===== config.mk =====
export PLATFORM = sky130hd
export DESIGN_NAME = fraction_arith_reduce
export DESIGN_NICKNAME = d
export VERILOG_FILES = /design/src/sv/fra_pkg.sv /design/src/sv/fraction_arith_reduce.sv /design/src/sv/fra_dp.sv /design/src/sv/fra_ctrl.sv
export VERILOG_INCLUDE_DIRS = /design/src /design/src/sv
export SDC_FILE = /design/constraint.sdc
export NUM_CORES = 2
export LEC_CHECK = 0
export BUFFER_PORTS_ARGS = -buffer_cell sky130_fd_sc_hd__buf_4
export CELL_PAD_IN_SITES_DETAIL_PLACEMENT = 1
export CELL_PAD_IN_SITES_GLOBAL_PLACEMENT = 1
export CORE_MARGIN = 2
export CORE_UTILIZATION = 47
export DETAILED_ROUTE_END_ITERATION = 10
export GPL_ROUTABILITY_DRIVEN = 0
export PLACE_DENSITY = 0.87
export SYNTH_ARGS = -nofsm -noshare
export SYNTH_HDL_FRONTEND = slang
export SYNTH_HIERARCHICAL = 1
export SYNTH_SLANG_ARGS = --single-unit

===== constraint.sdc =====
create_clock -name clk_i -period 7.24 [get_ports clk_i]
set_input_delay 0.362 -clock clk_i [delete_from_list [all_inputs] [get_ports clk_i]]
set_output_delay 0.362 -clock clk_i [all_outputs]
set_load 0.05 [all_outputs]

===== src/sv/fraction_arith_reduce_defines.svh =====
// Assertion macros for the fraction arithmetic block.
// Used by the top level; no other dependencies.
`ifndef FRACTION_ARITH_REDUCE_DEFINES_SVH
`define FRACTION_ARITH_REDUCE_DEFINES_SVH
`ifndef SYNTHESIS
// Property holds at every edge outside reset
`define FRA_ASSERT(lbl, clk, rstn, prop, msg) \
  lbl: assert property (@(posedge clk) disable iff (!rstn) (prop)) else $error(msg);
// Antecedent this cycle implies consequent the next cycle
`define FRA_ASSERT_NEXT(lbl, clk, rstn, ante, cons, msg) \
  lbl: assert property (@(posedge clk) disable iff (!rstn) (ante) |=> (cons)) else $error(msg);
`else
`define FRA_ASSERT(lbl, clk, rstn, prop, msg)
`define FRA_ASSERT_NEXT(lbl, clk, rstn, ante, cons, msg)
`endif
`endif


===== src/sv/fra_pkg.sv =====
// Shared types and constants of the fraction arithmetic block.
// No dependencies.
`default_nettype none
package fra_pkg;
  localparam int OPERAND_WIDTH_DEF = 16;
  localparam int NUM_WIDTH = 33;
  localparam int DEN_WIDTH = 31;

  localparam logic [1:0] CMD_ADD = 2'd0;
  localparam logic [1:0] CMD_SUB = 2'd1;
  localparam logic [1:0] CMD_MUL = 2'd2;
  localparam logic [1:0] CMD_DIV = 2'd3;

  // controller to datapath
  typedef struct packed {
    logic load;
    logic mul;
    logic form;
    logic gcd_step;
    logic shl_step;
    logic div_load_num;
    logic div_load_den;
    logic div_step;
    logic latch_num;
    logic latch_den;
    logic fin;
  } fra_cmd_t;

  // datapath to controller
  typedef struct packed {
    logic err;
    logic ga_zero;
    logic k_zero;
    logic cnt_zero;
  } fra_stat_t;
endpackage
`default_nettype wire


===== src/sv/fraction_arith_reduce.sv =====
// Top level of the fraction arithmetic block: controller plus datapath.
// Depends on fra_pkg, fra_ctrl, fra_dp and the assertion macro header.
//
// Takes two fractions and a command (add, subtract, multiply, divide) when
// start_i is high and busy_o low, and returns the reduced fraction with a
// positive denominator. The result word is on the result ports when done_o is
// high for one cycle; the receiver cannot stall, so capture it then.
// A zero denominator or division by a zero fraction gives 0/1, status 1.
// A word passes through operand load, multiply, forming the magnitudes,
// the binary GCD steps, the restored power-of-two shifts and two bit-serial
// divisions of P = 2*OPERAND_WIDTH+1 bits (numerator, then denominator)
// before the result registers are loaded. Error words go from the multiply
// straight to the result. busy_o falls in the cycle after done_o, and the
// next word is taken only once busy_o is low.
`default_nettype none
`include "fraction_arith_reduce_defines.svh"
module fraction_arith_reduce import fra_pkg::*; #(
  parameter int OPERAND_WIDTH = OPERAND_WIDTH_DEF
) (
  input  wire logic                         clk_i,
  input  wire logic                         rst_ni,
  input  wire logic                         start_i,
  output logic                              busy_o,
  input  wire logic [1:0]                   command_i,
  input  wire logic signed [OPERAND_WIDTH-1:0] a_num_i,
  input  wire logic signed [OPERAND_WIDTH-1:0] a_den_i,
  input  wire logic signed [OPERAND_WIDTH-1:0] b_num_i,
  input  wire logic signed [OPERAND_WIDTH-1:0] b_den_i,
  output logic                              done_o,
  output logic signed [NUM_WIDTH-1:0]       result_num_o,
  output logic [DEN_WIDTH-1:0]              result_den_o,
  output logic                              status_o
);
  fra_cmd_t  cmd;
  fra_stat_t stat;

  fra_ctrl u_ctrl (
    .clk_i  (clk_i),
    .rst_ni (rst_ni),
    .start_i(start_i),
    .stat_i (stat),
    .cmd_o  (cmd),
    .busy_o (busy_o),
    .done_o (done_o)
  );

  fra_dp #(.OperandWidth(OPERAND_WIDTH)) u_dp (
    .clk_i       (clk_i),
    .cmd_i       (cmd),
    .stat_o      (stat),
    .command_i   (command_i),
    .a_num_i     (a_num_i),
    .a_den_i     (a_den_i),
    .b_num_i     (b_num_i),
    .b_den_i     (b_den_i),
    .result_num_o(result_num_o),
    .result_den_o(result_den_o),
    .status_o    (status_o)
  );

  // checks
  `FRA_ASSERT(a_err_word, clk_i, rst_ni, !(done_o && status_o) || (result_num_o == '0 && result_den_o == DEN_WIDTH'(1)), "error word not 0/1")
  `FRA_ASSERT_NEXT(a_accept_busy, clk_i, rst_ni, start_i && !busy_o, busy_o, "accepted word did not raise busy")
  `FRA_ASSERT_NEXT(a_single_strobe, clk_i, rst_ni, done_o, !done_o, "result strobe longer than one cycle")
  `FRA_ASSERT(a_strobe_busy, clk_i, rst_ni, !done_o || busy_o, "result strobe while idle")
endmodule
`default_nettype wire


===== src/sv/fra_dp.sv =====
// Datapath: multipliers, binary GCD unit, shared restoring divider, result registers.
// Depends on fra_pkg.
`default_nettype none
module fra_dp import fra_pkg::*; #(
  parameter int OperandWidth = OPERAND_WIDTH_DEF
) (
  input  wire logic                        clk_i,
  input  wire fra_cmd_t                    cmd_i,
  output fra_stat_t                        stat_o,
  input  wire logic [1:0]                  command_i,
  input  wire logic signed [OperandWidth-1:0] a_num_i,
  input  wire logic signed [OperandWidth-1:0] a_den_i,
  input  wire logic signed [OperandWidth-1:0] b_num_i,
  input  wire logic signed [OperandWidth-1:0] b_den_i,
  output logic signed [NUM_WIDTH-1:0]      result_num_o,
  output logic [DEN_WIDTH-1:0]             result_den_o,
  output logic                             status_o
);
  localparam int W2 = 2 * OperandWidth;
  localparam int PW = W2 + 1;
  localparam int KW = $clog2(PW + 1);
  localparam int RW = (PW > NUM_WIDTH) ? PW : NUM_WIDTH;

  logic [1:0] op_q;
  logic signed [OperandWidth-1:0] an_q, ad_q, bn_q, bd_q;
  logic err_q;
  logic signed [W2-1:0] p1_q, p2_q, p3_q;
  logic [PW-1:0] nm_q, dm_q, ga_q, gb_q, rem_q, quo_q, nq_q, dq_q;
  logic neg_q;
  logic [KW-1:0] k_q, cnt_q;
  logic signed [NUM_WIDTH-1:0] rnum_q;
  logic [DEN_WIDTH-1:0] rden_q;
  logic rstat_q;

  // raw numerator and denominator
  logic signed [PW-1:0] num_w, den_w;
  logic [PW-1:0] num_mag, den_mag;
  always_comb begin
    case (op_q)
      CMD_ADD: num_w = PW'(p1_q) + PW'(p2_q);
      CMD_SUB: num_w = PW'(p1_q) - PW'(p2_q);
      default: num_w = PW'(p1_q);
    endcase
    den_w = PW'(p3_q);
    num_mag = num_w[PW-1] ? PW'(-num_w) : PW'(num_w);
    den_mag = den_w[PW-1] ? PW'(-den_w) : PW'(den_w);
  end

  // divider trial subtract
  logic [PW:0] rem_sh, trial;
  always_comb begin
    rem_sh = {rem_q, quo_q[PW-1]};
    trial  = rem_sh - {1'b0, gb_q};
  end

  // result formatting
  logic [RW-1:0] nq_ext, nq_neg, dq_ext;
  always_comb begin
    nq_ext = RW'(nq_q);
    nq_neg = (neg_q && nq_q != '0) ? (~nq_ext + RW'(1)) : nq_ext;
    dq_ext = RW'(dq_q);
  end

  always_ff @(posedge clk_i) begin
    // capture operands and input checks
    if (cmd_i.load) begin
      op_q <= command_i;
      an_q <= a_num_i;
      ad_q <= a_den_i;
      bn_q <= b_num_i;
      bd_q <= b_den_i;
      err_q <= (a_den_i == '0) || (b_den_i == '0) ||
               ((command_i == CMD_DIV) && (b_num_i == '0));
    end
    // cross products
    if (cmd_i.mul) begin
      p1_q <= an_q * ((op_q == CMD_MUL) ? bn_q : bd_q);
      p2_q <= ad_q * bn_q;
      p3_q <= ad_q * ((op_q == CMD_DIV) ? bn_q : bd_q);
    end
    // magnitudes and sign
    if (cmd_i.form) begin
      nm_q  <= num_mag;
      dm_q  <= den_mag;
      ga_q  <= num_mag;
      gb_q  <= den_mag;
      neg_q <= num_w[PW-1] ^ den_w[PW-1];
      k_q   <= '0;
    end
    // binary GCD step
    if (cmd_i.gcd_step) begin
      if (!ga_q[0] && !gb_q[0]) begin
        ga_q <= ga_q >> 1;
        gb_q <= gb_q >> 1;
        k_q  <= k_q + KW'(1);
      end else if (!ga_q[0]) begin
        ga_q <= ga_q >> 1;
      end else if (!gb_q[0]) begin
        gb_q <= gb_q >> 1;
      end else if (ga_q >= gb_q) begin
        ga_q <= ga_q - gb_q;
      end else begin
        gb_q <= gb_q - ga_q;
      end
    end
    // restore common power of two
    if (cmd_i.shl_step) begin
      gb_q <= gb_q << 1;
      k_q  <= k_q - KW'(1);
    end
    // divider
    if (cmd_i.div_load_num || cmd_i.div_load_den) begin
      quo_q <= cmd_i.div_load_num ? nm_q : dm_q;
      rem_q <= '0;
      cnt_q <= KW'(PW);
    end
    if (cmd_i.div_step) begin
      if (!trial[PW]) begin
        rem_q <= trial[PW-1:0];
        quo_q <= {quo_q[PW-2:0], 1'b1};
      end else begin
        rem_q <= rem_sh[PW-1:0];
        quo_q <= {quo_q[PW-2:0], 1'b0};
      end
      cnt_q <= cnt_q - KW'(1);
    end
    if (cmd_i.latch_num) nq_q <= quo_q;
    if (cmd_i.latch_den) dq_q <= quo_q;
    // result word
    if (cmd_i.fin) begin
      if (err_q) begin
        rnum_q  <= '0;
        rden_q  <= DEN_WIDTH'(1);
        rstat_q <= 1'b1;
      end else begin
        rnum_q  <= nq_neg[NUM_WIDTH-1:0];
        rden_q  <= dq_ext[DEN_WIDTH-1:0];
        rstat_q <= 1'b0;
      end
    end
  end

  assign stat_o.err      = err_q;
  assign stat_o.ga_zero  = (ga_q == '0);
  assign stat_o.k_zero   = (k_q == '0);
  assign stat_o.cnt_zero = (cnt_q == '0);

  assign result_num_o = rnum_q;
  assign result_den_o = rden_q;
  assign status_o     = rstat_q;
endmodule
`default_nettype wire


===== src/sv/fra_ctrl.sv =====
// Controller: sequences load, multiply, GCD, two divisions and result strobe.
// Depends on fra_pkg.
`default_nettype none
module fra_ctrl import fra_pkg::*; (
  input  wire logic      clk_i,
  input  wire logic      rst_ni,
  input  wire logic      start_i,
  input  wire fra_stat_t stat_i,
  output fra_cmd_t       cmd_o,
  output logic           busy_o,
  output logic           done_o
);
  typedef enum logic [3:0] {
    S_IDLE, S_MUL, S_FORM, S_GCD, S_SHL, S_DNI, S_DN, S_DDI, S_DD, S_FIN, S_DONE
  } state_e;

  state_e state_q, state_d;
  logic done_q, done_d;

  // commands and next state
  always_comb begin
    cmd_o   = '0;
    state_d = state_q;
    done_d  = 1'b0;
    case (state_q)
      S_IDLE: begin
        if (start_i) begin
          cmd_o.load = 1'b1;
          state_d = S_MUL;
        end
      end
      S_MUL: begin
        cmd_o.mul = 1'b1;
        state_d = stat_i.err ? S_FIN : S_FORM;
      end
      S_FORM: begin
        cmd_o.form = 1'b1;
        state_d = S_GCD;
      end
      S_GCD: begin
        if (stat_i.ga_zero) state_d = S_SHL;
        else cmd_o.gcd_step = 1'b1;
      end
      S_SHL: begin
        if (stat_i.k_zero) state_d = S_DNI;
        else cmd_o.shl_step = 1'b1;
      end
      S_DNI: begin
        cmd_o.div_load_num = 1'b1;
        state_d = S_DN;
      end
      S_DN: begin
        if (stat_i.cnt_zero) begin
          cmd_o.latch_num = 1'b1;
          state_d = S_DDI;
        end else cmd_o.div_step = 1'b1;
      end
      S_DDI: begin
        cmd_o.div_load_den = 1'b1;
        state_d = S_DD;
      end
      S_DD: begin
        if (stat_i.cnt_zero) begin
          cmd_o.latch_den = 1'b1;
          state_d = S_FIN;
        end else cmd_o.div_step = 1'b1;
      end
      S_FIN: begin
        cmd_o.fin = 1'b1;
        done_d  = 1'b1;
        state_d = S_DONE;
      end
      S_DONE: state_d = S_IDLE;
      default: state_d = S_IDLE;
    endcase
  end

  // state and strobe
  always_ff @(posedge clk_i or negedge rst_ni) begin
    if (!rst_ni) begin
      state_q <= S_IDLE;
      done_q  <= 1'b0;
    end else begin
      state_q <= state_d;
      done_q  <= done_d;
    end
  end

  assign busy_o = (state_q != S_IDLE);
  assign done_o = done_q;
endmodule
`default_nettype wire


==> reports/qor.csv, run 1 <==
metric,value,unit
status,aborted with a tool error,
Failed at,5_1_grt,
Halt Reason,[ERROR GRT-0232] Routing congestion too high. Check the congestion heatmap in the GUI.,
largest net degree at the start of global routing,89,
H-tree levels,2,
clk buf depth,3,
mean area per synthesized cell,9.633,um^2
Mapped Cells,6131,
Ports,136,
Mapped Nets,7377,
initial core utilization,0.4722,
Rows,130,
"Top FF cell, synth",edfxtp_1,
Async SR Flop Fraction,0.009843,
mapped cell area,59060,um^2
Worst EP post-GRT repair,u_dp/p1_q[31]$_DFFE_PP_/D,
# port buffers,135,
clock sinks,508,
Seq cells post-synth,508,
sequential area share after synthesis,0.2457,
total grt overflow,186,
HPWL after DPL,157500,um
worst ep type,register data pin,
initial antenna violation count,41,
height of the die,358.5,um
Netlist cell types,102,
yosys warns,6,
placed cell areas,62420,um^2
Total GRT Usage,0.5847,
Post-synth EDFFs,431,
CTS Buf Count,60,
die width,358.5,um
CTS Root Cell,clkbuf_16,
[synthesized netlist by cell type, drive strengths merged (27+ instances only)]
library cell,instances,area (um^2)
o21a,28,217.7
nor4,49,325.3
a21o,141,1059
a31oi,29,181.4
nand3,49,245.2
xnor2,207,1813
nand4,36,231.5
dfxtp,72,1441
nor3,77,395.4
nand2b,47,294.0
xor2,110,963.4
buf,27,138.9
o21bai,30,225.2
or3,28,175.2
mux2,35,397.9
nand2,636,2387
and2,333,2083
nor2b,91,569.3
ha,387,4842
o31ai,33,247.7
fa,790,15820
nor2,300,1126
o21ai,211,1060
mux2i,67,670.6
inv,994,3731
a21oi,284,1421
edfxtp,431,12940
clkbuf,236,887.1
[per-stage QoR]
step                      hold slack (ns)  setup TNS (ns)  cells    util  worst slack, ns
after detailed placement           0.1684         -0.7596   7795  0.4991          -0.2428
after floorplan                   0.06641         -0.1815   6131       -          -0.1401
after global placement             0.1649               0   7795  0.4991           0.2338
after CTS                          0.2758               0   8003  0.5239         0.001890
[kinds of logic after synthesis]
logic type      synth area share
simple gates              0.1448
buf+inv                  0.08061
fa+ha+maj                 0.3498
compound gates            0.1141
flops                     0.2457
xor+xnor                 0.04701
mux                      0.01809
other cells           0.00006349
[metal layers]
metal / GRT overflow / track usage
met5: 3 / 0.3622
met4: 83 / 0.5426
met3: 8 / 0.4967
met2: 82 / 0.7138
met1: 10 / 0.5678
[repair_timing]
| action | CTS |
|---|---|
| hold buffers | 68 |
| pin swaps | 5 |
| hold endpoints to repair | 71 |
| buffers inserted | 26 |
| endpoints found under the setup margin | 18 |
| resized for setup | 17 |
==> run 2: changes to the inputs <==
- CELL_PAD_IN_SITES_DETAIL_PLACEMENT: 1 -> not set
- CELL_PAD_IN_SITES_GLOBAL_PLACEMENT: 1 -> not set
- CORE_UTILIZATION: 47 -> 35
- PLACE_DENSITY: 0.87 -> not set
- PLACE_DENSITY_LB_ADDON: not set -> 0.15
- clock period: 7.24 -> 9.41 ns (I/O delays scaled with it)
==> run 2 against run 1 <==
  * Synthesized cell count is the same
  * The run now ends clean
  * Synthesized area unchanged
==> reports/qor.csv, run 2 <==
metric,value,unit
Final Instance Area,65170,um^2
post-route antenna net violation count,0,
total grt overflow,0,
mean area per synthesized cell,9.633,um^2
clock sinks,508,
post-synth top area share,0.2678,
via count,43200,
clk buf depth,3,
vias in the first global route,44970,
Total GRT Usage,0.2020,
Post-CTS Setup Repair Bufs,0,
CTS tree,built,
Slew @ Worst Pin,1.309,ns
H-tree levels,2,
Mapped Nets,7377,
Setup-failing EPs final,0,
met1 Usage GRT,0.2740,
Avg WL per Cell,20.41,um
Rows,150,
crit path time final,8.318,ns
final cycle utilization of the critical path,0.8839,
Synth top cells by count,"inv_1 (994), fa_1 (790), nand2_1 (636)",
# nets final,7451,
CTS Root Cell,clkbuf_16,
CP Capture Type,flip-flop,
Vias/cell,5.106,
die area,172100,um^2
worst-path maximum fanout,17,
initial antenna violation count,6,
HPWL after DPL,136900,um
worst endpoint required time,9.83,ns
Async SR Flop Fraction,0.009843,
met3 Track Usage GR,0.02147,
Post-synth EDFFs,431,
GRT busiest layer,met2,
Hold WC Path Type,in -> async,
top-count cell post-synth,inv_1,
clock skew,0.05020,ns
worst r2r dst,u_dp/p1_q[31],
sequential area share after synthesis,0.2457,
Pre-antenna DRT Iters,8,
"Core Util, Final",0.3893,
Final Max Slew Viols,0,
largest family of logic cells by synthesized area,adder cells,
Ports,136,
layout cells sized above 1,0.06505,
initial core utilization,0.3528,
R2R Path Start,u_dp/op_q[0],
# resized after CTS,0,
area of the core,167400,um^2
"commonest cells after routing, fill and taps aside","inv_1 (994), fa_1 (790), nand2_1 (636)",
Mapped Cells,6131,
Crit Path Category,reg -> reg,
area of the multi-input gates,39880,um^2
die width,414.8,um
worst skew pair latency,0.71,ns
first-pass GRT wire length,270600,um
post-synthesis compound-gate area fraction,0.1141,
met2 Usage GRT,0.3463,
# fillers,16860,
Post-Synth Simple-Gate Area,0.1448,
final hold vios,0,
max cap viols,0,
DRC Markers,0,
height of the die,414.8,um
unrepaired setup endpoints after global routing,false,
yosys warns,6,
CTS Buf Count,60,
area grow syn2layout,10.34,%
Reg2Reg Depth,23,
"most common cell after layout, fill and taps aside",inv_1,
mux cell area share after synthesis,0.01809,
Netlist cell types,102,
Hold Buf Count CTS,67,
# port buffers,135,
"Top FF cell, synth",edfxtp_1,
"top cells by area, synth","fa_1 (27%), edfxtp_1 (22%), ha_1 (8.2%)",
status,completed,
sequential cell area,14510,um^2
adder-cell share of the synthesized area,0.3498,
Routed WL,172700,um
Initial DRC Count,3010,
Clock transition at path regs,0.07,ns
Worst R2R Setup Slack,1.09,ns
worst rel slew slack,0.1163,
Worst setup SP type,flip-flop,
Seq cells post-synth,508,
cell taking the most area after synthesis,fa_1,
final setup TNS,0,ns
placed cell areas,62440,um^2
mapped cell area,59060,um^2
largest net degree at the start of global routing,73,
Arrival @ worst endpoint,8.74,ns
Max Clk Rate,120.2,MHz
post-synthesis xor/xnor area fraction,0.04701,
run 2: area by class of cell:
| cell class | count | area share |
|---|---|---|
| Timing Repair Buffer | 275 | 0.03425 |
| Inverter | 995 | 0.05731 |
| Multi-Input combinational cell | 4365 | 0.6119 |
| Antenna cell | 1 | 0.00003840 |
| Tap cell | 2204 | 0.04231 |
| Clock buffer | 72 | 0.02404 |
| Sequential cell | 508 | 0.2226 |
| Clock inverter | 42 | 0.007507 |
run 2: cells by family (layout without fill, tap and decap cells):
family	Yosys count	after routing
and+or+nand+nor	1744	1744
buffers and inverters	1258	1384
adders and majority gates	1177	1177
AOI/OAI and AO/OA	1024	1024
DFF	508	508
xor gates and xnor gates	317	317
muxes	102	102
other	1	2
run 2: worst max-delay path by stage:
| stage | cells after the start | to | startpoint |
|---|---|---|---|
| 4_1_cts | 23 | u_dp/p1_q[31] | u_dp/op_q[0] |
| 3_3_place_gp | 25 | u_dp/p3_q[25] | u_dp/op_q[1] |
| 2_1_floorplan | 31 | u_dp/p1_q[31] | u_dp/op_q[1] |
| 5_1_grt | 23 | u_dp/p1_q[31] | u_dp/op_q[0] |
| 3_5_place_dp | 23 | u_dp/p1_q[31] | u_dp/op_q[0] |
| 6_report | 23 | u_dp/p1_q[31] | u_dp/op_q[0] |
run 2: layer usage:
layer / wire length [um] / share of wire / vias to the layer above
met5: 0 / 0 / -
met4: 3905 / 0.023 / 0
met3: 7684 / 0.044 / 178
met2: 83810 / 0.49 / 1019
met1: 77300 / 0.45 / 21750
li1: - / - / 20250
run 2: metrics by stage:
| stage | setup slack [ns] | cells | hold slack (ns) |
|---|---|---|---|
| floorplan | 1.419 | 6131 | 0.1749 |
| global placement | 1.196 | 8280 | 0.2768 |
| detailed placement | 1.016 | 8280 | 0.2786 |
| CTS | 0.9833 | 8461 | 0.05127 |
| global route | 0.4565 | 8461 | 0.08069 |
| finish | 1.093 | 8462 | 0.09124 |
run 2: critical path: stages (launching register included):
cell and delay [ns]:
edfxtp_1 0.43, nand2b_1 0.75, mux2_2 0.57, and2_1 0.24, fa_1 0.53, inv_1 0.06
fa_1 0.50, fa_1 0.52, inv_1 0.05, fa_1 0.51, fa_1 0.50, inv_1 0.05
fa_1 0.47, inv_1 0.04, ha_1 0.36, nand4_1 0.14, or2_2 0.31, a2111oi_0 0.71
o21ai_0 0.41, a31oi_1 0.41, nand4_1 0.14, nand4b_1 0.11, a21oi_1 0.08, xnor2_1 0.13
Power of run 2 is not shown: default switching activity piles up to over one toggle a cycle in this logic, so the estimate is an artifact.
